File: config.mk
export PLATFORM = sky130hd
export DESIGN_NAME = grp_datapath
export DESIGN_NICKNAME = d
export VERILOG_FILES = /design/src/design/grp_pkg.sv /design/src/design/grp_datapath.sv
export SDC_FILE = /design/constraint.sdc
export NUM_CORES = 2
export LEC_CHECK = 0
export BUFFER_PORTS_ARGS = -buffer_cell sky130_fd_sc_hd__buf_2
export CORE_AREA = 2 2 734 736
export CTS_BUF_LIST = sky130_fd_sc_hd__clkbuf_16
export DETAILED_ROUTE_END_ITERATION = 16
export DIE_AREA = 0 0 736 738
export HOLD_SLACK_MARGIN = 0.05
export PLACE_DENSITY_LB_ADDON = 0.25
export SLEW_MARGIN = 20
export SYNTH_ARGS = -nofsm -noshare
export SYNTH_HDL_FRONTEND = slang
export SYNTH_SLANG_ARGS = --single-unit
export TNS_END_PERCENT = 50
File: constraint.sdc
create_clock -name clk -period 10.95 [get_ports clk]
set_clock_uncertainty 0.1 [all_clocks]
set_input_delay 0.5475 -clock clk [delete_from_list [all_inputs] [get_ports clk]]
set_output_delay 0.5475 -clock clk [all_outputs]
set_load 0.005 [all_outputs]
File: src/design/grp_pkg.sv
// ============================================================================
// grp_pkg: shared types and constants of the guillotine rectangle packer
// Holds the payload structs, the free-rectangle type and the controller links.
// ============================================================================
package grp_pkg;

    localparam int FREE_SLOTS = 64;
    localparam int MAX_SIDE   = 8192;
    localparam int SIDE_W     = 14;
    localparam int IDX_W      = $clog2(FREE_SLOTS);
    localparam int CNT_W      = $clog2(FREE_SLOTS + 1);

    localparam logic [1:0] ST_PLACED = 2'd0;
    localparam logic [1:0] ST_NOFIT  = 2'd1;
    localparam logic [1:0] ST_NOSLOT = 2'd2;
    localparam logic [1:0] ST_START  = 2'd3;

    localparam logic OP_START = 1'b0;
    localparam logic OP_PLACE = 1'b1;

    localparam logic CFG_ATLAS_WIDTH  = 1'b0;
    localparam logic CFG_ATLAS_HEIGHT = 1'b1;

    typedef struct packed {
        logic              op;
        logic [SIDE_W-1:0] sprite_width;
        logic [SIDE_W-1:0] sprite_height;
    } in_item_t;

    typedef struct packed {
        logic [1:0]        status;
        logic [SIDE_W-1:0] x_min;
        logic [SIDE_W-1:0] y_min;
    } out_item_t;

    typedef struct packed {
        logic [SIDE_W-1:0] x;
        logic [SIDE_W-1:0] y;
        logic [SIDE_W-1:0] w;
        logic [SIDE_W-1:0] h;
    } rect_t;

    // Datapath operations issued by the controller.
    localparam logic [3:0] DP_NOP      = 4'd0;
    localparam logic [3:0] DP_START    = 4'd1;
    localparam logic [3:0] DP_SCAN_RD  = 4'd2;  // read the entry at addr
    localparam logic [3:0] DP_SCAN_CMP = 4'd3;  // compare read data with best
    localparam logic [3:0] DP_BEST_RD  = 4'd4;  // read best entry
    localparam logic [3:0] DP_SPLIT    = 4'd5;  // split best, check slots
    localparam logic [3:0] DP_SHIFT_RD = 4'd6;  // read entry m+1
    localparam logic [3:0] DP_SHIFT_WR = 4'd7;  // write it to m
    localparam logic [3:0] DP_APPEND   = 4'd8;  // append next part
    localparam logic [3:0] DP_MRG_RDA  = 4'd9;  // read entry i
    localparam logic [3:0] DP_MRG_RDB  = 4'd10; // latch a, read entry j
    localparam logic [3:0] DP_MRG_CMP  = 4'd11; // compare a with b
    localparam logic [3:0] DP_MRG_WR   = 4'd12; // write merged b

    typedef struct packed {
        logic [3:0]        op;
        logic [CNT_W-1:0]  addr;
    } dp_cmd_t;

    typedef struct packed {
        logic              fits;      // best rect holds the sprite
        logic              overflow;  // split would overflow
        logic [1:0]        parts;     // number of parts left to append
        logic              merge_hit; // a and b are mergeable
        logic [CNT_W-1:0]  count;
        logic [IDX_W-1:0]  best;
    } dp_stat_t;

endpackage

File: src/design/grp_datapath.sv
// ============================================================================
// grp_datapath: free-rectangle memory, comparator, splitter and merge check
// Executes one command per cycle on the free list held in the mem array.
// ============================================================================
module grp_datapath (
    input  logic                   clk,
    input  logic                   rst_n,
    input  grp_pkg::dp_cmd_t       cmd,
    input  grp_pkg::in_item_t      item,
    input  logic [grp_pkg::SIDE_W-1:0] atlas_width,
    input  logic [grp_pkg::SIDE_W-1:0] atlas_height,
    output grp_pkg::dp_stat_t      stat,
    output logic [grp_pkg::SIDE_W-1:0] place_x,
    output logic [grp_pkg::SIDE_W-1:0] place_y
);
    import grp_pkg::*;

    rect_t mem [FREE_SLOTS];
    rect_t rd_reg;
    rect_t best_rect_reg, a_reg, pa_reg, pb_reg, merged_reg;
    logic [IDX_W-1:0] best_reg, best_next;
    logic [CNT_W-1:0] count_reg, count_next;
    logic [1:0] parts_reg, parts_next;
    logic fits_reg, fits_next, ovf_reg, ovf_next, hit_reg, hit_next;
    logic [SIDE_W-1:0] px_reg, py_reg;
    logic              pa_ok, pb_ok;
    rect_t             pa_c, pb_c, merged_c;
    logic              we;
    logic [IDX_W-1:0]  waddr;
    rect_t             wdata;
    logic [IDX_W-1:0]  addr_i;

    assign addr_i = cmd.addr[IDX_W-1:0];

    function automatic logic signed [SIDE_W+1:0] leftover(rect_t r,
        logic [SIDE_W-1:0] sw, logic [SIDE_W-1:0] sh);
        logic signed [SIDE_W+1:0] dw, dh;
        dw = $signed({2'b00, r.w}) - $signed({2'b00, sw});
        dh = $signed({2'b00, r.h}) - $signed({2'b00, sh});
        return (dw < dh) ? dw : dh;
    endfunction

    logic signed [SIDE_W+1:0] lc, lb, lo;
    logic prefer;
    always_comb
    begin
        lc = leftover(rd_reg, item.sprite_width, item.sprite_height);
        lb = leftover(best_rect_reg, item.sprite_width, item.sprite_height);
        lo = (lc < lb) ? lc : lb;
        prefer = (lo < 0) ? (lb < lc) : (lc < lb);
    end

    // Split of the chosen rectangle.
    logic [SIDE_W-1:0] xmax, ymin;
    always_comb
    begin
        xmax = best_rect_reg.x + item.sprite_width;
        ymin = best_rect_reg.y + best_rect_reg.h - item.sprite_height;
        if (best_rect_reg.w < best_rect_reg.h)
        begin
            pa_c = '{x: xmax, y: best_rect_reg.y,
                     w: best_rect_reg.w - item.sprite_width, h: best_rect_reg.h};
            pb_c = '{x: best_rect_reg.x, y: best_rect_reg.y, w: item.sprite_width,
                     h: best_rect_reg.h - item.sprite_height};
        end
        else
        begin
            pa_c = '{x: best_rect_reg.x, y: best_rect_reg.y, w: best_rect_reg.w,
                     h: best_rect_reg.h - item.sprite_height};
            pb_c = '{x: xmax, y: ymin,
                     w: best_rect_reg.w - item.sprite_width, h: item.sprite_height};
        end
        pa_ok = (pa_c.w != '0) && (pa_c.h != '0);
        pb_ok = (pb_c.w != '0) && (pb_c.h != '0);
    end

    // Merge test: a is entry i (a_reg), b is entry j (rd_reg).
    logic vert, horz;
    always_comb
    begin
        vert = (a_reg.x == rd_reg.x) && (a_reg.w == rd_reg.w)
            && (a_reg.y == rd_reg.y + rd_reg.h);
        horz = (a_reg.y == rd_reg.y) && (a_reg.h == rd_reg.h)
            && (a_reg.x == rd_reg.x + rd_reg.w);
        merged_c = rd_reg;
        if (vert)
            merged_c.h = rd_reg.h + a_reg.h;
        else
            merged_c.w = rd_reg.w + a_reg.w;
    end

    always_comb
    begin
        we = 1'b0;
        waddr = addr_i;
        wdata = rd_reg;
        best_next = best_reg;
        count_next = count_reg;
        parts_next = parts_reg;
        fits_next = fits_reg;
        ovf_next = ovf_reg;
        hit_next = hit_reg;
        unique case (cmd.op)
            DP_START:
            begin
                we = 1'b1;
                waddr = '0;
                wdata = '{x: '0, y: '0, w: atlas_width, h: atlas_height};
                count_next = CNT_W'(1);
            end
            DP_SCAN_CMP:
                if (prefer)
                    best_next = addr_i;
            DP_BEST_RD:
                best_next = best_reg;
            DP_SPLIT:
            begin
                fits_next = (best_rect_reg.w >= item.sprite_width)
                         && (best_rect_reg.h >= item.sprite_height);
                parts_next = 2'({1'b0, pa_ok}) + 2'({1'b0, pb_ok});
                ovf_next = ({1'b0, count_reg} - 1'b1 + (CNT_W+1)'(parts_next))
                           > (CNT_W+1)'(FREE_SLOTS);
            end
            DP_SHIFT_WR:
                we = 1'b1;
            DP_APPEND:
            begin
                we = 1'b1;
                waddr = count_reg[IDX_W-1:0];
                wdata = (parts_reg == 2'd2 || !pb_ok) ? pa_reg : pb_reg;
                if (parts_reg == 2'd2 && !pa_ok)
                    wdata = pb_reg;
                count_next = count_reg + 1'b1;
                parts_next = parts_reg - 1'b1;
            end
            DP_MRG_CMP:
                hit_next = vert || horz;
            DP_MRG_WR:
            begin
                we = 1'b1;
                wdata = merged_reg;
            end
            default:
            begin
            end
        endcase
        // Removal shrinks the list once shifting is done (controller issues
        // DP_NOP with addr all ones to decrement).
        if (cmd.op == DP_NOP && cmd.addr == '1)
            count_next = count_reg - 1'b1;
    end

    always_ff @(posedge clk)
    begin
        if (we)
            mem[waddr] <= wdata;
        rd_reg <= mem[addr_i];
        if (cmd.op == DP_MRG_RDB)
            a_reg <= rd_reg;
        if (cmd.op == DP_MRG_CMP)
            merged_reg <= merged_c;
        if (cmd.op == DP_SCAN_CMP && prefer)
            best_rect_reg <= rd_reg;
        if (cmd.op == DP_SCAN_RD && cmd.addr == '0)
            best_rect_reg <= mem[0];
        if (cmd.op == DP_SPLIT)
        begin
            pa_reg <= pa_c;
            pb_reg <= pb_c;
            px_reg <= best_rect_reg.x;
            py_reg <= ymin;
        end
    end

    always_ff @(posedge clk or negedge rst_n)
    begin
        if (!rst_n)
        begin
            count_reg <= '0;
            best_reg  <= '0;
            parts_reg <= '0;
            fits_reg  <= 1'b0;
            ovf_reg   <= 1'b0;
            hit_reg   <= 1'b0;
        end
        else
        begin
            count_reg <= count_next;
            best_reg  <= (cmd.op == DP_SCAN_RD && cmd.addr == '0) ? '0 : best_next;
            parts_reg <= parts_next;
            fits_reg  <= fits_next;
            ovf_reg   <= ovf_next;
            hit_reg   <= hit_next;
        end
    end

    assign stat = '{fits: fits_reg, overflow: ovf_reg, parts: parts_reg,
                    merge_hit: hit_reg, count: count_reg, best: best_reg};
    assign place_x = px_reg;
    assign place_y = py_reg;

endmodule

==> summary.md <==
| Metric | Value |
|---|---|
| Sink Count | `3966` |
| Slew Limit Fails | `0` |
| CP endpoint kind | `flop` |
| Fin crit share | `78.0%` |
| Pwr per Cell Area | `192 mW/mm²` |
| Number of library cell types mapped by synthesis | `90` |
| Area taken by multi-input logic gates | `0.0403 mm²` |
| DR vias | `83000` |
| Yosys reg bits | `3966` |
| Syn Nets | `7960` |
| Drt via density | `5.34` |
| Total GRT Usage | `17.7%` |
| Achievable frequency | `0.117 GHz` |
| Slack of the critical path | `2.41 ns` |
| Num rows | `269` |
| CP Max Fanout | `39` |
| Root buf cell | `clkbuf_16` |
| Worst r2r src | `rd_reg[1]` |
| Ys async rst share | `0.454%` |
| Gp weighted congestion | `0.891` |
| Die ar. | `0.543 mm²` |
| Pre-antenna DRT Iters | `8` |
| Max reg flops | `3584` |
| CTS tree | `yes` |
| Initial drt markers | `9640` |
| Synth area leaders | `edfxtp_1 73%, mux4_2 16%, ha_1 1.6%, nand2_1 1.1%, dfxtp_1 0.70%` |
| Initial antenna violation count | `37` |
| Slew headroom | `18.1%` |
| Worst min-delay path category | `in2async` |
| Clock Latency Late Sink | `1.01 ns` |
| H-Tree Depth | `5` |
| Final hold violations | `0` |
| Post-synth top flop | `edfxtp_1` |
| Met2 wire length | `234000 µm` |
| Final setup fails | `0` |
| Max layer used | `met5` |
| Avg Inst Size Synth | `20.9 µm²` |
| Post-synth top area share | `72.9%` |
| Max-cap violation count | `0` |
| Largest net degree at the start of global routing | `131` |
| Critical path type | `reg2reg` |
| Synth top cells by count | `3892 x edfxtp_1, 1173 x mux4_2, 451 x nand2_1, 292 x clkbuf_1, 203 x ha_1` |
| Starting density of the core | `29.9%` |
| Drt drc | `0` |
| CP Data Required Time | `11.45 ns` |
| Power consumption | `0.0354 W` |
| Cell mode on critical path | `a21o_1` |
| Met3 wire length | `33400 µm` |
| First-pass GRT wire length | `679000 µm` |
| YS warnings | `0` |
| Status | `finished clean` |
| R2r setup slk | `2.41 ns` |
| Vias in the first global route | `83200` |
| Nets | `8426` |
| Critical Path Source Type | `flop` |
| Synth area leader | `edfxtp_1` |
| EDFF count, synth | `3892` |
| Post-DP HPWL | `290000 µm` |
| Fillers | `49700` |
| Seq/Total Area, Yosys | `73.9%` |
| Mapped Area | `0.160 mm²` |
| Reg area | `0.118 mm²` |
| Antenna-violating nets left | `0` |
| Most flops, register | `mem` |
| Max clock buf depth | `4` |
| Worst Path Arrival | `9.04 ns` |
| Die W | `736 µm` |
| Max incr delay on CP | `0.61 ns` |
| Port Buf Inserts | `114` |
| Congestion Overflow GR | `0` |
| Setup_tns | `0 ns` |
| RSZ-0062 raised after global routing | `false` |
| Core Footprint | `0.535 mm²` |
| Share of cells above drive strength 1 | `26.7%` |
| Period minus WS final | `8.54 ns` |
| Pre-CTS worst setup slack | `2.18 ns` |
| WL/cell | `31.7 µm` |
| Cells on worst reg2reg path | `29` |
| Cells after Synth | `7664` |
| Final instance area | `0.185 mm²` |
| Die height | `738 µm` |
| Top-count cell post-synth | `edfxtp_1` |
| Number of buffers created by CTS | `417` |
| Worst Tran Pin Value | `1.22 ns` |
| Slowest cell on the critical path | `a21oi_2` |
| Post-Route WL | `492000 µm` |
| Capture point of the worst reg-to-reg path | `best_rect_reg[1]` |
| Leak Pwr | `58.6 nW` |
| Placement Cell Area | `0.171 mm²` |
| VDD IR-drop max | `0.150 mV` |
| Layout area overhead | `15.5%` |
| Top Ports | `116` |
| Clock slew at reported path FFs | `0.06 ns` |
| Met1 WL | `213000 µm` |
[final cells by class]
class	instances	area share, %
diodes	13	0.0176
clock buffers	426	5.76
clock inverters	345	1.45
inverters	180	0.372
multi-input cells	3146	21.8
flip-flops and latches	3966	64.0
well taps	7046	4.76
repair buffers	419	1.82
[power by group]
part | total, W | internal (W) | switching (W)
Combinational | 0.00402 | 0.00134 | 0.00268
Clock | 0.0138 | 0.00784 | 0.00597
Sequential | 0.0176 | 0.0174 | 0.000177
[layout by cell type, fill, tap and decap left out, types with 25 or more instances in the layout]
cell type,Yosys,layout
a21o_1,45,45
a21oi_1,102,102
a222oi_1,28,28
a22oi_1,34,34
buf_12,0,25
buf_2,2,110
buf_4,3,240
bufinv_16,0,34
clkbuf_16,0,426
clkinv_1,0,98
clkinv_2,0,75
dfxtp_1,56,56
dlygate4sd3_1,0,38
edfxtp_1,3892,3892
ha_1,203,203
inv_1,180,280
mux2_2,28,28
mux2i_1,28,28
mux4_2,1173,1173
nand2_1,451,451
nand2b_1,28,28
nor2_1,187,121
nor2_4,0,66
nor2b_1,26,26
nor3_1,43,40
nor4_1,28,26
o211ai_1,119,119
o21ai_0,168,168
xnor2_1,102,101
xor2_1,51,50
[metrics by stage]
step	hold WS [ns]	cells	util [%]
after floorplan	0.152	7664	-
after global placement	0.344	14700	32.0
after detailed placement	0.347	14700	32.0
after CTS	0.0504	15500	34.6
after global routing	0.0831	15500	34.6
final	0.113	15500	34.6
[routing by layer]
metal,global-route usage [%],vias to the layer above
li1,-,33000
met1,25.2,46100
met2,28.7,3331
met3,2.58,651
met4,4.20,14
met5,0,-
[worst max path at each step]
stage	startpoint	end	slack, ns
after floorplan	item[1]	best_rect_reg[0]	2.86
after global placement	item[1]	best_rect_reg[11]	1.90
after detailed placement	item[1]	best_rect_reg[32]	2.18
after CTS	rd_reg[1]	best_rect_reg[36]	2.44
after global routing	rd_reg[1]	best_rect_reg[36]	2.02
final	rd_reg[1]	best_rect_reg[1]	2.41
[cell families after synthesis]
| group | count (synthesis) | share of synthesized area [%] |
|---|---|---|
| AND/OR/NAND/NOR | 892 | 2.50 |
| adder cells (fa/ha/maj) | 227 | 1.88 |
| flip-flops | 3966 | 73.9 |
| multiplexers | 1229 | 16.9 |
| XOR/XNOR | 153 | 0.836 |
| buffers and inverters | 552 | 1.31 |
| AO/OA/AOI/OAI | 645 | 2.72 |
[timing repair]
item	in CTS	in global routing
hold endpoints to repair	56	0
endpoints found under the setup margin	0	0
buffers inserted	0	0
gates resized for setup	0	0
hold buffers	38	0
[critical path, delay by kind of cell, from the launching register on]
kind / cells / cell delay (ns)
adder cells (fa/ha/maj): 4 / 1.37
AO/OA/AOI/OAI: 17 / 3.76
AND/OR/NAND/NOR: 5 / 1.43
XOR/XNOR: 1 / 0.29
flip-flops: 1 / 0.56
buffers and inverters: 2 / 0.61
Power figures use the tool's default switching activity.
