==> config.mk <==
export PLATFORM = sky130hd
export DESIGN_NAME = grp_ctrl
export DESIGN_NICKNAME = d
export VERILOG_FILES = /design/src/design/grp_pkg.sv /design/src/design/grp_ctrl.sv
export SDC_FILE = /design/constraint.sdc
export NUM_CORES = 1
export LEC_CHECK = 0
export BUFFER_PORTS_ARGS = -buffer_cell sky130_fd_sc_hd__buf_2
export CELL_PAD_IN_SITES_DETAIL_PLACEMENT = 1
export CELL_PAD_IN_SITES_GLOBAL_PLACEMENT = 1
export CORE_ASPECT_RATIO = 0.8
export CORE_MARGIN = 1
export CORE_UTILIZATION = 40
export CTS_CLUSTER_DIAMETER = 120
export DETAILED_ROUTE_END_ITERATION = 12
export PLACE_DENSITY_LB_ADDON = 0.1
export SYNTH_ARGS = -nofsm -noshare
export SYNTH_HDL_FRONTEND = slang
export SYNTH_SLANG_ARGS = --single-unit
==> constraint.sdc <==
create_clock -name clk -period 3.5 [get_ports clk]
set_input_delay 0.175 -clock clk [delete_from_list [all_inputs] [get_ports clk]]
set_output_delay 0.175 -clock clk [all_outputs]
set_load 0.01 [all_outputs]
==> src/design/grp_pkg.sv <==
// ============================================================================
// grp_pkg: shared types and constants of the guillotine rectangle packer
// Holds the payload structs, the free-rectangle type and the controller links.
// ============================================================================
package grp_pkg;

    localparam int FREE_SLOTS = 64;
    localparam int MAX_SIDE   = 8192;
    localparam int SIDE_W     = 14;
    localparam int IDX_W      = $clog2(FREE_SLOTS);
    localparam int CNT_W      = $clog2(FREE_SLOTS + 1);

    localparam logic [1:0] ST_PLACED = 2'd0;
    localparam logic [1:0] ST_NOFIT  = 2'd1;
    localparam logic [1:0] ST_NOSLOT = 2'd2;
    localparam logic [1:0] ST_START  = 2'd3;

    localparam logic OP_START = 1'b0;
    localparam logic OP_PLACE = 1'b1;

    localparam logic CFG_ATLAS_WIDTH  = 1'b0;
    localparam logic CFG_ATLAS_HEIGHT = 1'b1;

    typedef struct packed {
        logic              op;
        logic [SIDE_W-1:0] sprite_width;
        logic [SIDE_W-1:0] sprite_height;
    } in_item_t;

    typedef struct packed {
        logic [1:0]        status;
        logic [SIDE_W-1:0] x_min;
        logic [SIDE_W-1:0] y_min;
    } out_item_t;

    typedef struct packed {
        logic [SIDE_W-1:0] x;
        logic [SIDE_W-1:0] y;
        logic [SIDE_W-1:0] w;
        logic [SIDE_W-1:0] h;
    } rect_t;

    // Datapath operations issued by the controller.
    localparam logic [3:0] DP_NOP      = 4'd0;
    localparam logic [3:0] DP_START    = 4'd1;
    localparam logic [3:0] DP_SCAN_RD  = 4'd2;  // read the entry at addr
    localparam logic [3:0] DP_SCAN_CMP = 4'd3;  // compare read data with best
    localparam logic [3:0] DP_BEST_RD  = 4'd4;  // read best entry
    localparam logic [3:0] DP_SPLIT    = 4'd5;  // split best, check slots
    localparam logic [3:0] DP_SHIFT_RD = 4'd6;  // read entry m+1
    localparam logic [3:0] DP_SHIFT_WR = 4'd7;  // write it to m
    localparam logic [3:0] DP_APPEND   = 4'd8;  // append next part
    localparam logic [3:0] DP_MRG_RDA  = 4'd9;  // read entry i
    localparam logic [3:0] DP_MRG_RDB  = 4'd10; // latch a, read entry j
    localparam logic [3:0] DP_MRG_CMP  = 4'd11; // compare a with b
    localparam logic [3:0] DP_MRG_WR   = 4'd12; // write merged b

    typedef struct packed {
        logic [3:0]        op;
        logic [CNT_W-1:0]  addr;
    } dp_cmd_t;

    typedef struct packed {
        logic              fits;      // best rect holds the sprite
        logic              overflow;  // split would overflow
        logic [1:0]        parts;     // number of parts left to append
        logic              merge_hit; // a and b are mergeable
        logic [CNT_W-1:0]  count;
        logic [IDX_W-1:0]  best;
    } dp_stat_t;

endpackage

==> src/design/grp_ctrl.sv <==
// ============================================================================
// grp_ctrl: sequencer of the guillotine rectangle packer
// Walks scan, split, removal, append and merge passes, at most one command a cycle.
// ============================================================================
module grp_ctrl (
    input  logic                  clk,
    input  logic                  rst_n,
    input  logic                  in_fire,
    input  logic                  op,
    input  logic                  out_taken,
    input  grp_pkg::dp_stat_t     stat,
    output grp_pkg::dp_cmd_t      cmd,
    output logic                  busy,
    output logic                  done,
    output logic [1:0]            status
);
    import grp_pkg::*;

    localparam logic [4:0] S_IDLE    = 5'd0;
    localparam logic [4:0] S_START   = 5'd1;
    localparam logic [4:0] S_SRD     = 5'd2;
    localparam logic [4:0] S_SCMP    = 5'd3;
    localparam logic [4:0] S_BRD     = 5'd4;
    localparam logic [4:0] S_BLAT    = 5'd5;
    localparam logic [4:0] S_SPLIT   = 5'd6;
    localparam logic [4:0] S_DECIDE  = 5'd7;
    localparam logic [4:0] S_SHRD    = 5'd8;
    localparam logic [4:0] S_SHWR    = 5'd9;
    localparam logic [4:0] S_DEC     = 5'd10;
    localparam logic [4:0] S_APP     = 5'd11;
    localparam logic [4:0] S_MRDA    = 5'd12;
    localparam logic [4:0] S_MRDB    = 5'd13;
    localparam logic [4:0] S_MWAIT   = 5'd14;
    localparam logic [4:0] S_MCMP    = 5'd15;
    localparam logic [4:0] S_MTEST   = 5'd16;
    localparam logic [4:0] S_MWR     = 5'd17;
    localparam logic [4:0] S_MNEXT   = 5'd18;
    localparam logic [4:0] S_DONE    = 5'd19;
    localparam logic [4:0] S_SCMPW   = 5'd20;

    logic [4:0]       state_reg, state_next;
    logic [CNT_W-1:0] i_reg, i_next, j_reg, j_next;
    logic [1:0]       st_reg, st_next;
    logic             mode_reg, mode_next; // 0 removal of best, 1 merge removal

    always_comb
    begin
        state_next = state_reg;
        i_next = i_reg;
        j_next = j_reg;
        st_next = st_reg;
        mode_next = mode_reg;
        cmd = '{op: DP_NOP, addr: '0};
        unique case (state_reg)
            S_IDLE:
                if (in_fire)
                begin
                    if (op == OP_START)
                        state_next = S_START;
                    else if (stat.count == '0)
                    begin
                        st_next = ST_NOFIT;
                        state_next = S_DONE;
                    end
                    else
                    begin
                        i_next = '0;
                        state_next = S_SRD;
                    end
                end
            S_START:
            begin
                cmd.op = DP_START;
                st_next = ST_START;
                state_next = S_DONE;
            end
            S_SRD:
            begin
                cmd = '{op: DP_SCAN_RD, addr: i_reg};
                state_next = S_SCMPW;
            end
            S_SCMPW:
            begin
                // Read data lands now; entry 0 seeds the best.
                state_next = (i_reg == '0) ? S_SCMP : S_SCMP;
                cmd = '{op: DP_NOP, addr: i_reg};
                if (i_reg == '0)
                begin
                    i_next = CNT_W'(1);
                    state_next = (stat.count == CNT_W'(1)) ? S_SPLIT : S_SRD;
                end
            end
            S_SCMP:
            begin
                cmd = '{op: DP_SCAN_CMP, addr: i_reg};
                i_next = i_reg + 1'b1;
                state_next = (i_reg + 1'b1 == stat.count) ? S_SPLIT : S_SRD;
            end
            S_SPLIT:
            begin
                cmd.op = DP_SPLIT;
                state_next = S_DECIDE;
            end
            S_DECIDE:
                if (!stat.fits)
                begin
                    st_next = ST_NOFIT;
                    state_next = S_DONE;
                end
                else if (stat.overflow)
                begin
                    st_next = ST_NOSLOT;
                    state_next = S_DONE;
                end
                else
                begin
                    st_next = ST_PLACED;
                    mode_next = 1'b0;
                    i_next = {1'b0, stat.best};
                    state_next = S_SHRD;
                end
            S_SHRD:
                if (i_reg + 1'b1 >= stat.count)
                    state_next = S_DEC;
                else
                begin
                    cmd = '{op: DP_SHIFT_RD, addr: i_reg + 1'b1};
                    state_next = S_SHWR;
                end
            S_SHWR:
            begin
                cmd = '{op: DP_SHIFT_WR, addr: i_reg};
                i_next = i_reg + 1'b1;
                state_next = S_SHRD;
            end
            S_DEC:
            begin
                cmd = '{op: DP_NOP, addr: '1};
                i_next = '0;
                j_next = '0;
                state_next = mode_reg ? S_MRDA : S_APP;
            end
            S_APP:
                if (stat.parts == 2'd0)
                    state_next = S_MRDA;
                else
                    cmd.op = DP_APPEND;
            S_MRDA:
                if (i_reg >= stat.count)
                    state_next = S_DONE;
                else if (j_reg >= stat.count)
                begin
                    i_next = i_reg + 1'b1;
                    j_next = '0;
                end
                else if (i_reg == j_reg)
                    j_next = j_reg + 1'b1;
                else
                begin
                    cmd = '{op: DP_MRG_RDA, addr: i_reg};
                    state_next = S_MRDB;
                end
            S_MRDB:
            begin
                cmd = '{op: DP_MRG_RDB, addr: j_reg};
                state_next = S_MWAIT;
            end
            S_MWAIT:
            begin
                cmd = '{op: DP_MRG_CMP, addr: j_reg};
                state_next = S_MTEST;
            end
            S_MTEST:
                if (stat.merge_hit)
                    state_next = S_MWR;
                else
                begin
                    j_next = j_reg + 1'b1;
                    state_next = S_MRDA;
                end
            S_MWR:
            begin
                cmd = '{op: DP_MRG_WR, addr: j_reg};
                mode_next = 1'b1;
                state_next = S_SHRD;
            end
            S_DONE:
            begin
                state_next = S_MNEXT;
            end
            S_MNEXT:
                if (out_taken)
                    state_next = S_IDLE;
            default:
                state_next = S_IDLE;
        endcase
    end

    always_ff @(posedge clk or negedge rst_n)
    begin
        if (!rst_n)
        begin
            state_reg <= S_IDLE;
            i_reg <= '0;
            j_reg <= '0;
            st_reg <= ST_NOFIT;
            mode_reg <= 1'b0;
        end
        else
        begin
            state_reg <= state_next;
            i_reg <= i_next;
            j_reg <= j_next;
            st_reg <= st_next;
            mode_reg <= mode_next;
        end
    end

    assign busy = (state_reg != S_IDLE);
    assign done = (state_reg == S_MNEXT);
    assign status = st_reg;

endmodule

==> results of run 1 <==
-- worst max-delay path by stage --
stage | startpoint | end | slack, ns | cells past startpoint
6_report | i_reg[1] | cmd[2] | 0.27 | 11
5_1_grt | i_reg[3] | cmd[2] | 0.06 | 11
4_1_cts | i_reg[1] | cmd[2] | 0.14 | 11
3_5_place_dp | i_reg[1] | cmd[2] | 0.23 | 11
3_3_place_gp | i_reg[1] | cmd[2] | 0.44 | 11
2_1_floorplan | i_reg[1] | cmd[2] | 0.83 | 10
-- cells by family (layout without fill, tap and decap cells) --
logic type | after synthesis | count (layout) | share of synthesized area [%]
mux | 7 | 7 | 3.19
flops | 22 | 22 | 20.7
fa+ha+maj | 24 | 24 | 11.3
simple gates | 107 | 107 | 23.0
buf+inv | 44 | 78 | 7.27
compound gates | 113 | 113 | 30.0
xor+xnor | 14 | 14 | 4.60
-- power breakdown --
group | internal, mW | leakage, nW | switching (mW)
Clock | 0.153 | 0.0357 | 0.106
Combinational | 0.528 | 1.12 | 0.808
Sequential | 0.323 | 0.286 | 0.143
Total | 1.00 | 1.44 | 1.06
-- timing repair --
action,CTS,global route
buffers inserted,0,0
endpoints found under the setup margin,5,3
hold endpoints to repair,21,0
gates resized for setup,2,4
hold buffers,1,0
-- worst register-to-register path, delay by kind of cell (launching register included) --
family	cells	cell delay, ns
compound gates	3	0.96
simple gates	1	0.74
flops	1	0.67
mux	1	0.35
buf+inv	1	0.26
-- layout by cell type (no fill, tap or decap), types with 11 or more instances in the layout --
cell type,Yosys,layout
nand2_1,11,11
nor2_1,16,16
buf_2,4,37
dfrtp_1,21,19
o21ai_0,20,20
nand2b_1,11,11
ha_1,24,23
inv_1,25,25
a21oi_1,19,19
nor2b_1,12,12
-- layer usage --
layer	vias up	routed length, um	track usage [%]
met1	1350	4840	43.3
met2	77	3960	42.2
met3	6	512	4.34
met4	0	63	4.44
li1	1309	-	-
met5	-	0	0
-- cell type report --
type	count	area, um^2
tap	84	105
timing repair buffer	48	270
clock buffer	3	41.3
fill	796	3360
multi-input combinational	265	1950
inverter	26	97.6
sequential	22	554
clock inverter	1	30.0
-- per-stage QoR --
| step | instances | cell area, um^2 | total power [mW] | setup slack (ns) | util (%) |
|---|---|---|---|---|---|
| floorplan | 331 | 2670 | 1.36 | 0.832 | - |
| global placement | 444 | 2940 | 1.76 | 0.437 | 45.8 |
| detailed placement | 444 | 2940 | 1.77 | 0.233 | 45.8 |
| CTS | 449 | 3030 | 2.05 | 0.145 | 47.2 |
| global route | 449 | 3040 | 2.23 | 0.0556 | 47.5 |
| finish | 449 | 3040 | 2.06 | 0.271 | 47.5 |
==> key figures, run 1 <==
Outcome
  – Status: finished, final reports clean

Run
  – Max-Cap Viols: 0

Timing
  – Max-slew violation total from the final report: 0
  – Final setup violation count: 0
  – Crit share post-route: between 90 and 100%
  – Worst slew pin tran: 0.823 ns
  – Fin. Hold Viols: 0
  – Setup TNS: 0 ns
  – RSZ-0062 raised after global routing: false
  – Fmax: 310 MHz
  – Relative slew slack: between 40 and 50%
  – Min Clock Period, post-route: 3.23 ns
  – Hold WS: 0.185 ns
  – Skew final: 0.00153 ns

Drt
  – DRC violations left: 0
  – Avg Vias per Cell: 6.11
  – Initial DRC Count: 129
  – Vias: 2742
  – Drt total wl: approximately 9400 um
  – WL/cell: 20.9 um
  – Pre-antenna DRT Iters: 4
  – Final ANT Viol Nets: 0

Clock network
  – H-tree lvl count: 1
  – Worst skew pair latency: 0.28 ns
  – Clock Path Buffers: 2
  – Reg clk slew, reported paths: about 0.10 ns
  – Clock Sinks: 22
  – CTS tree: yes
  – Cts bufs inserted: 3
  – Root buffer cell: clkbuf_8

Floorplanning
  – Ports: 38
  – Initial Util: 41.6%
  – Cell row count: 26
  – Die Height: 75.0 um
  – Die footprint: around 7000 um^2
  – Core area: 6410 um^2
  – Die Wd: 93.3 um

Synth
  – FFs w/ async S/R, synth: 100%
  – Synthesized flop and latch total: 22
  – Most frequent cell after synthesis: inv_1
  – Yosys cell types: 68
  – Synth Area per Inst: between 8 and 9 um^2
  – Synthesized Nets: roughly 380
  – Top_reg_cell synth: dfrtp_1
  – Syn Inst Count: 331
  – Synth cell count leaders: inv_1, ha_1, dfrtp_1
  – Post-Syn Area: 2670 um^2
  – Synthesis warning total: 0
  – Post-synth EDFFs: 0
  – Synth top area cells: dfrtp_1, ha_1, o21ai_0
  – Most area-hungry cell type in the Yosys netlist: dfrtp_1
  – Area fraction of the dominant cell type after synthesis: 19.7%
  – Sequential area share after synthesis: 20.7%

Worst setup path
  – CP Launch Type: register
  – R2R Setup Slk: roughly 0.42 ns
  – CP bufs+invs: 2
  – Worst Reg-to-Reg Cells: 6
  – CP delay by family, top: compound AO/OA/AOI/OAI gates
  – Worst reg2reg endpoint: i_reg[1]
  – CP Max Fanout: 7
  – Worst EP required: about 3.3 ns
  – Crit path max-delay cell type: dfrtp_2
  – Delay of the slowest critical-path stage: roughly 0.45 ns
  – CP Cell Sequence: ha_2 > nand3_1 > xnor2_1 > inv_1 > ha_1 > and3_1 > a311oi_4 > nand3_2 > o211ai_1 > a21o_1 > buf_2
  – Crit path DAT: 3.05 ns
  – Crit Path Class: reg2out
  – Worst r2r src: state_reg[1]
  – Crit. End Element: output pin

Layout
  – # nets final: 413
  – Antenna Cells: 0
  – Layout cells sized above 1: approximately a fifth
  – Area delta synth->final: 14.2%

Power
  – Leak: approximately 1.4 nW
  – Peak supply drop: about 360 uV
  – Pwr Density: approximately 680 nW/um^2

GRT
  – Largest net degree at the start of global routing: 23
  – Number of global-route vias before repair: 2716
  – First-pass GRT wire length: approximately 15000 um
  – Initial antenna violation count: 0
  – GRT Total Usage: between 20% and 30%
  – Congestion Overflow GR: 0

Worst hold path
  – Worst Hold Endpoint: status[0]
  – Hold path startpoint: stat[17]
  – Hold Path Class: in2reg
  – Worst hold stages: 3

Placed design
  – PortBufs: 37
  – Placed wire-length estimate: 7300 um
  – Gp weighted congestion: 0.930
No activity file was read; power rests on OpenSTA's default activity.
==> inputs of run 2 (changes only) <==
- clock period: 3.5 -> 3.4 ns (I/O delays scaled with it)
==> run 2 against run 1 <==
Compared with the run above:
- final cell count stayed put
- total power is 3.6% higher
- worst hold slack worse by 0.0072 ns
- global-route usage is 0.64 points lower
- first-iteration DRC count is 43% higher
- non-clock buffer count stayed put
- routed wire length is 0.59% higher
- clock power is 4% higher
- highest routed layer unchanged
==> key figures, run 2 (synthesis results as in run 1) <==
Timing
  – Crit share post-route: 94.1%
  – Relative slew slack: 55.5% (+11 points)
  – Skew final: 0.00956 ns (+0.00804 ns)
  – Worst slew pin tran: 0.667 ns (-0.156 ns)
  – Max-slew violation total from the final report: 0 (unchanged)
  – RSZ-0062 raised after global routing: false
  – Final setup violation count: 0 (unchanged)
  – Fmax: 313 MHz
  – Min Clock Period, post-route: 3.20 ns
  – Fin. Hold Viols: 0 (unchanged)
  – Setup TNS: 0 ns (unchanged)

Drt
  – WL/cell: 21.0 um (+0.59%)
  – Avg Vias per Cell: 6.21 (+1.7%)
  – Vias: 2788 (+1.7%)
  – DRC violations left: 0 (unchanged)
  – Initial DRC Count: 185 (+43%)
  – Drt total wl: 9430 um (+0.59%)
  – Final ANT Viol Nets: 0 (unchanged)
  – Pre-antenna DRT Iters: 7 (+3)

Layout
  – Area delta synth->final: 14.2% (about the same)
  – Commonest non-fill, non-tap cell in the layout: buf_2
  – # nets final: 413 (unchanged)
  – Most frequent cells in the layout: buf_2, inv_1, ha_1, o21ai_0, a21oi_1
  – Antenna Cells: 0 (unchanged)
  – Layout cells sized above 1: 20.8% (+0.27 points)
  – FILL cells: 787 (-1.1%)

Floorplanning
  – Core area: 6410 um^2 (unchanged)
  – Die Wd: 93.3 um (unchanged)
  – Die Height: 75.0 um (unchanged)
  – Cell row count: 26 (unchanged)
  – Initial Util: 41.6% (unchanged)
  – Die footprint: 7000 um^2 (unchanged)
  – Ports: 38 (unchanged)

Worst hold path
  – Worst hold stages: 3 (unchanged)
  – Hold path startpoint: stat[3]
  – Worst Hold Endpoint: i_reg[3]
  – Hold Path Class: in2reg

GRT
  – First-pass GRT wire length: 14300 um (-4.0%)
  – Initial antenna violation count: 0 (unchanged)
  – Largest net degree at the start of global routing: 27 (+17%)
  – Congestion Overflow GR: 0 (unchanged)
  – GRT Total Usage: 27.6% (-0.64 points)
  – Number of global-route vias before repair: 2550 (-6.1%)

Clock network
  – Clock Path Buffers: 2 (unchanged)
  – Worst skew pair latency: 0.28 ns (about the same)
  – Clock Sinks: 22 (unchanged)
  – CTS tree: yes
  – Setup Buffers After CTS: 0 (unchanged)
  – H-tree lvl count: 1 (unchanged)
  – Root buffer cell: clkbuf_8
  – Reg clk slew, reported paths: 0.11 ns (about the same)
  – Cts bufs inserted: 3 (unchanged)

Power
  – Pwr Density: 702 nW/um^2 (+3.6%)
  – Power Total: 2.14 mW (+3.6%)
  – Leak: 1.44 nW (about the same)
  – Peak supply drop: 443 uV (+23%)

Worst setup path
  – CP Launch Type: register
  – Crit Path Class: reg2out
  – Crit. End Element: output pin
  – Worst r2r src: i_reg[0]
  – Worst EP required: 3.23 ns (-0.09 ns)
  – Critical Path Start: i_reg[0]
  – CP Max Fanout: 7 (unchanged)
  – Crit path DAT: 3.03 ns (-0.02 ns)
  – R2R Setup Slk: 0.62 ns (+0.20 ns)
  – Worst reg2reg endpoint: state_reg[1]
  – Worst Reg-to-Reg Cells: 10 (+4)

Placed design
  – Gp weighted congestion: 0.897 (-3.5%)
  – Placed wire-length estimate: 7340 um (+0.56%)
  – PortBufs: 37 (unchanged)

Run
  – Max-Cap Viols: 0 (unchanged)

Outcome
  – Status: finished, final reports clean
## run 2: final cells by class
cell class	instances	area, um^2	area share [%]
Clock buffer	3	41.3	1.36
Clock inverter	1	30.0	0.986
Inverter	26	97.6	3.20
Multi-Input combinational cell	265	1950	63.9
Sequential cell	22	556	18.2
Tap cell	84	105	3.45
Timing Repair Buffer	48	270	8.87
## run 2: how the worst max path moves through the flow
stage              to  slack [ns]
3_5_place_dp   cmd[2]        0.18
6_report       cmd[2]        0.20
5_1_grt        cmd[2]        0.04
3_3_place_gp   cmd[2]        0.35
2_1_floorplan  cmd[2]        0.74
4_1_cts        cmd[2]        0.09
## run 2: power by group
part	total (mW)	internal (mW)	switching, mW
Sequential	0.430	0.334	0.0963
Combinational	1.44	0.546	0.891
Clock	0.269	0.158	0.111
Total	2.14	1.04	1.10
## run 2: per-stage QoR
stage	std cells	hold WS, ns	worst slack [ns]	cell area [um^2]	utilization, %
after floorplan	331	-0.126	0.737	2670	-
after global placement	444	0.215	0.355	2940	45.8
after detailed placement	444	0.220	0.179	2940	45.8
after CTS	449	0.185	0.0947	3030	47.2
after global routing	449	0.197	0.0361	3050	47.5
final	449	0.178	0.200	3050	47.5
## run 2: worst max-delay path, cell delays in order, from the launching register on
cell	delay [ns]
dfrtp_2	0.46
ha_2	0.25
nand3_1	0.10
xnor2_1	0.24
inv_1	0.08
ha_1	0.29
and3_1	0.25
a311oi_4	0.34
nand3_2	0.23
o211ai_1	0.23
a21o_1	0.15
buf_2	0.12
## run 2: routing by layer
layer	vias to the layer above	GRT usage, %	part of all wire, %
li1	1315	-	-
met1	1350	42.2	51
met2	108	39.8	41
met3	15	5.35	6.3
met4	0	5.98	1.3
met5	-	0	0
## run 2: what timing repair did
| action | CTS | global route |
|---|---|---|
| resized for setup | 2 | 5 |
| hold buffers | 1 | 0 |
| hold endpoints to repair | 21 | 0 |
| setup endpoints to repair | 6 | 5 |
==> inputs of run 3 (changes only) <==
- CTS_BUF_LIST: not set -> sky130_fd_sc_hd__clkbuf_4
- clock period: 3.4 -> 3.1 ns (I/O delays scaled with it)
==> run 3 against run 2 <==
Compared with the run above:
- design area increased by 6.9%
- count of clock-buffer cells in the layout unchanged
- core utilization increased by 3.3 points
- worst hold slack got worse by 0.044 ns
- non-clock buffer count increased by 18
==> key figures, run 3 (synthesis results as in run 1) <==
Power
  – Peak supply drop: 356 uV (-20%)
  – Power Total: 2.33 mW (+9.1%)
  – Leak: 1.52 nW (+5.3%)
  – Pwr Density: 716 nW/um^2 (+2.0%)

Floorplanning
  – Core area: 6410 um^2 (unchanged)
  – Initial Util: 41.6% (unchanged)
  – Die Height: 75.0 um (unchanged)
  – Ports: 38 (unchanged)
  – Die footprint: 7000 um^2 (unchanged)
  – Die Wd: 93.3 um (unchanged)
  – Cell row count: 26 (unchanged)

Clock network
  – Root buffer cell: clkbuf_4
  – H-tree lvl count: 1 (unchanged)
  – Clock Sinks: 22 (unchanged)
  – Reg clk slew, reported paths: 0.14 ns (+0.03 ns)
  – Clock Path Buffers: 2 (unchanged)
  – Worst skew pair latency: 0.33 ns (+0.05 ns)
  – Cts bufs inserted: 3 (unchanged)
  – CTS tree: yes

Worst hold path
  – Hold Path Class: in2reg
  – Worst hold stages: 3 (unchanged)
  – Hold path startpoint: stat[3]
  – Worst Hold Endpoint: i_reg[3]

Timing
  – Fmax: about 330 MHz
  – Min Clock Period, post-route: 3.02 ns
  – Final setup violation count: 0 (unchanged)
  – Fin. Hold Viols: 0 (unchanged)
  – Skew final: 0.00537 ns (-0.00419 ns)
  – Relative slew slack: 58.6% (+3.0 points)
  – Worst slew pin tran: 0.621 ns (-0.0454 ns)
  – Hold WS: 0.134 ns (-0.0444 ns)
  – Max-slew violation total from the final report: 0 (unchanged)
  – Final WS setup: 0.0768 ns (-0.123 ns)
  – Crit share post-route: 97.5%

GRT
  – Global Route met1 Usage: 42.7% (+0.51 points)
  – Initial antenna violation count: 0 (unchanged)
  – Grt peak-use layer: met1
  – GRT Total Usage: 27.9% (+0.30 points)
  – First-pass GRT wire length: 14600 um (+2.4%)
  – Met2 GRT Util: 40.9% (+1.1 points)
  – Met3 Track Usage GR: 5.25% (-0.10 points)
  – Number of global-route vias before repair: 2703 (+6.0%)
  – Largest net degree at the start of global routing: 23 (-15%)
  – Congestion Overflow GR: 0 (unchanged)

Drt
  – DRC violations left: 0 (unchanged)
  – Final ANT Viol Nets: 0 (unchanged)
  – Initial DRC Count: 222 (+20%)
  – Vias: 2881 (+3.3%)
  – Pre-antenna DRT Iters: 4 (-3)
  – Drt total wl: 9820 um (+4.1%)
  – WL/cell: 21.0 um (about the same)
  – Avg Vias per Cell: 6.17 (-0.65%)

Run
  – Max-Cap Viols: 0 (unchanged)

Worst setup path
  – CP Max Fanout: 6 (-1)
  – Worst Reg-to-Reg Cells: 8 (-2)
  – Worst reg2reg endpoint: i_reg[1]
  – Crit. End Element: output pin
  – Crit path DAT: 2.87 ns (-0.16 ns)
  – Worst r2r src: i_reg[3]
  – CP Cell Sequence: buf_4 > ha_1 > a21o_1 > a221o_1 > a311o_1 > or3_4 > and2_4 > o221ai_1 > buf_2
  – Delay of the slowest critical-path stage: 0.47 ns (about the same)
  – R2R Setup Slk: 0.45 ns (-0.17 ns)
  – CP Launch Type: register
  – Crit Path Class: reg2out
  – Crit path max-delay cell type: dfrtp_2
  – Worst EP required: 2.94 ns (-0.29 ns)

Placed design
  – Gp weighted congestion: 0.907 (+1.1%)
  – Dpl ws: 0.277 ns (+0.0981 ns)
  – Post-DP Area: 3000 um^2 (+2.0%)
  – Placed wire-length estimate: 7400 um (+0.83%)
  – PortBufs: 37 (unchanged)

Layout
  – Commonest non-fill, non-tap cell in the layout: buf_2
  – Layout cells sized above 1: 28.7% (+7.9 points)
  – Area delta synth->final: 22.1%
  – # nets final: 431 (+4.4%)
  – Most frequent cells in the layout: buf_2, buf_4, inv_1, ha_1
  – Antenna Cells: 0 (unchanged)
  – FILL cells: 782 (-0.64%)
  – Final instance area: 3260 um^2 (+6.9%)

Outcome
  – Status: finished, final reports clean
run 3: layout make-up:
type	count	area (um^2)	area share, %
Clock buffer	3	22.5	0.692
Sequential cell	22	556	17.1
Multi-Input combinational cell	265	2060	63.2
Tap cell	84	105	3.23
Timing Repair Buffer	66	409	12.6
Clock inverter	1	3.75	0.115
Inverter	26	101	3.11
run 3: through the flow:
stage	std cells	TNS, ns	utilization (%)
final	467	0	50.8
after global routing	467	-0.279	50.8
after CTS	458	0	47.6
after detailed placement	452	0	46.7
after global placement	452	0	46.7
after floorplan	331	0	-
run 3: power breakdown:
group	leakage, nW	switching, mW	internal [mW]
Sequential	0.284	0.116	0.364
Combinational	1.22	1.01	0.694
Clock	0.0154	0.101	0.0473
run 3: worst max-delay path, delay by kind of cell (launching register included):
| kind | cells | cell delay (ns) |
|---|---|---|
| fa+ha+maj | 1 | 0.18 |
| simple gates | 2 | 0.59 |
| buf+inv | 2 | 0.34 |
| flops | 1 | 0.47 |
| compound gates | 4 | 0.96 |
run 3: worst max path at each step:
| stage | startpoint | to | slack (ns) | depth (start not counted) |
|---|---|---|---|---|
| final | i_reg[3] | cmd[5] | 0.08 | 9 |
| after global routing | i_reg[0] | cmd[0] | -0.07 | 12 |
| after floorplan | i_reg[1] | cmd[2] | 0.45 | 10 |
| after global placement | i_reg[4] | cmd[4] | 0.33 | 8 |
| after detailed placement | i_reg[4] | cmd[1] | 0.28 | 8 |
| after CTS | i_reg[0] | cmd[0] | 0.03 | 12 |
run 3: repair_timing:
| item | in CTS | in global routing |
|---|---|---|
| gates resized for setup | 5 | 24 |
| endpoints found under the setup margin | 9 | 9 |
| endpoints found under the hold margin | 21 | 0 |
| buffers inserted | 1 | 9 |
| hold buffers | 1 | 0 |
| pin swaps | 2 | 8 |
run 3: per-layer routing:
layer  wire length [um]  vias to the layer above
met5                  0                        -
met1               4820                     1415
li1                   -                     1347
met2               4200                      111
met3                707                        8
met4                 89                        0
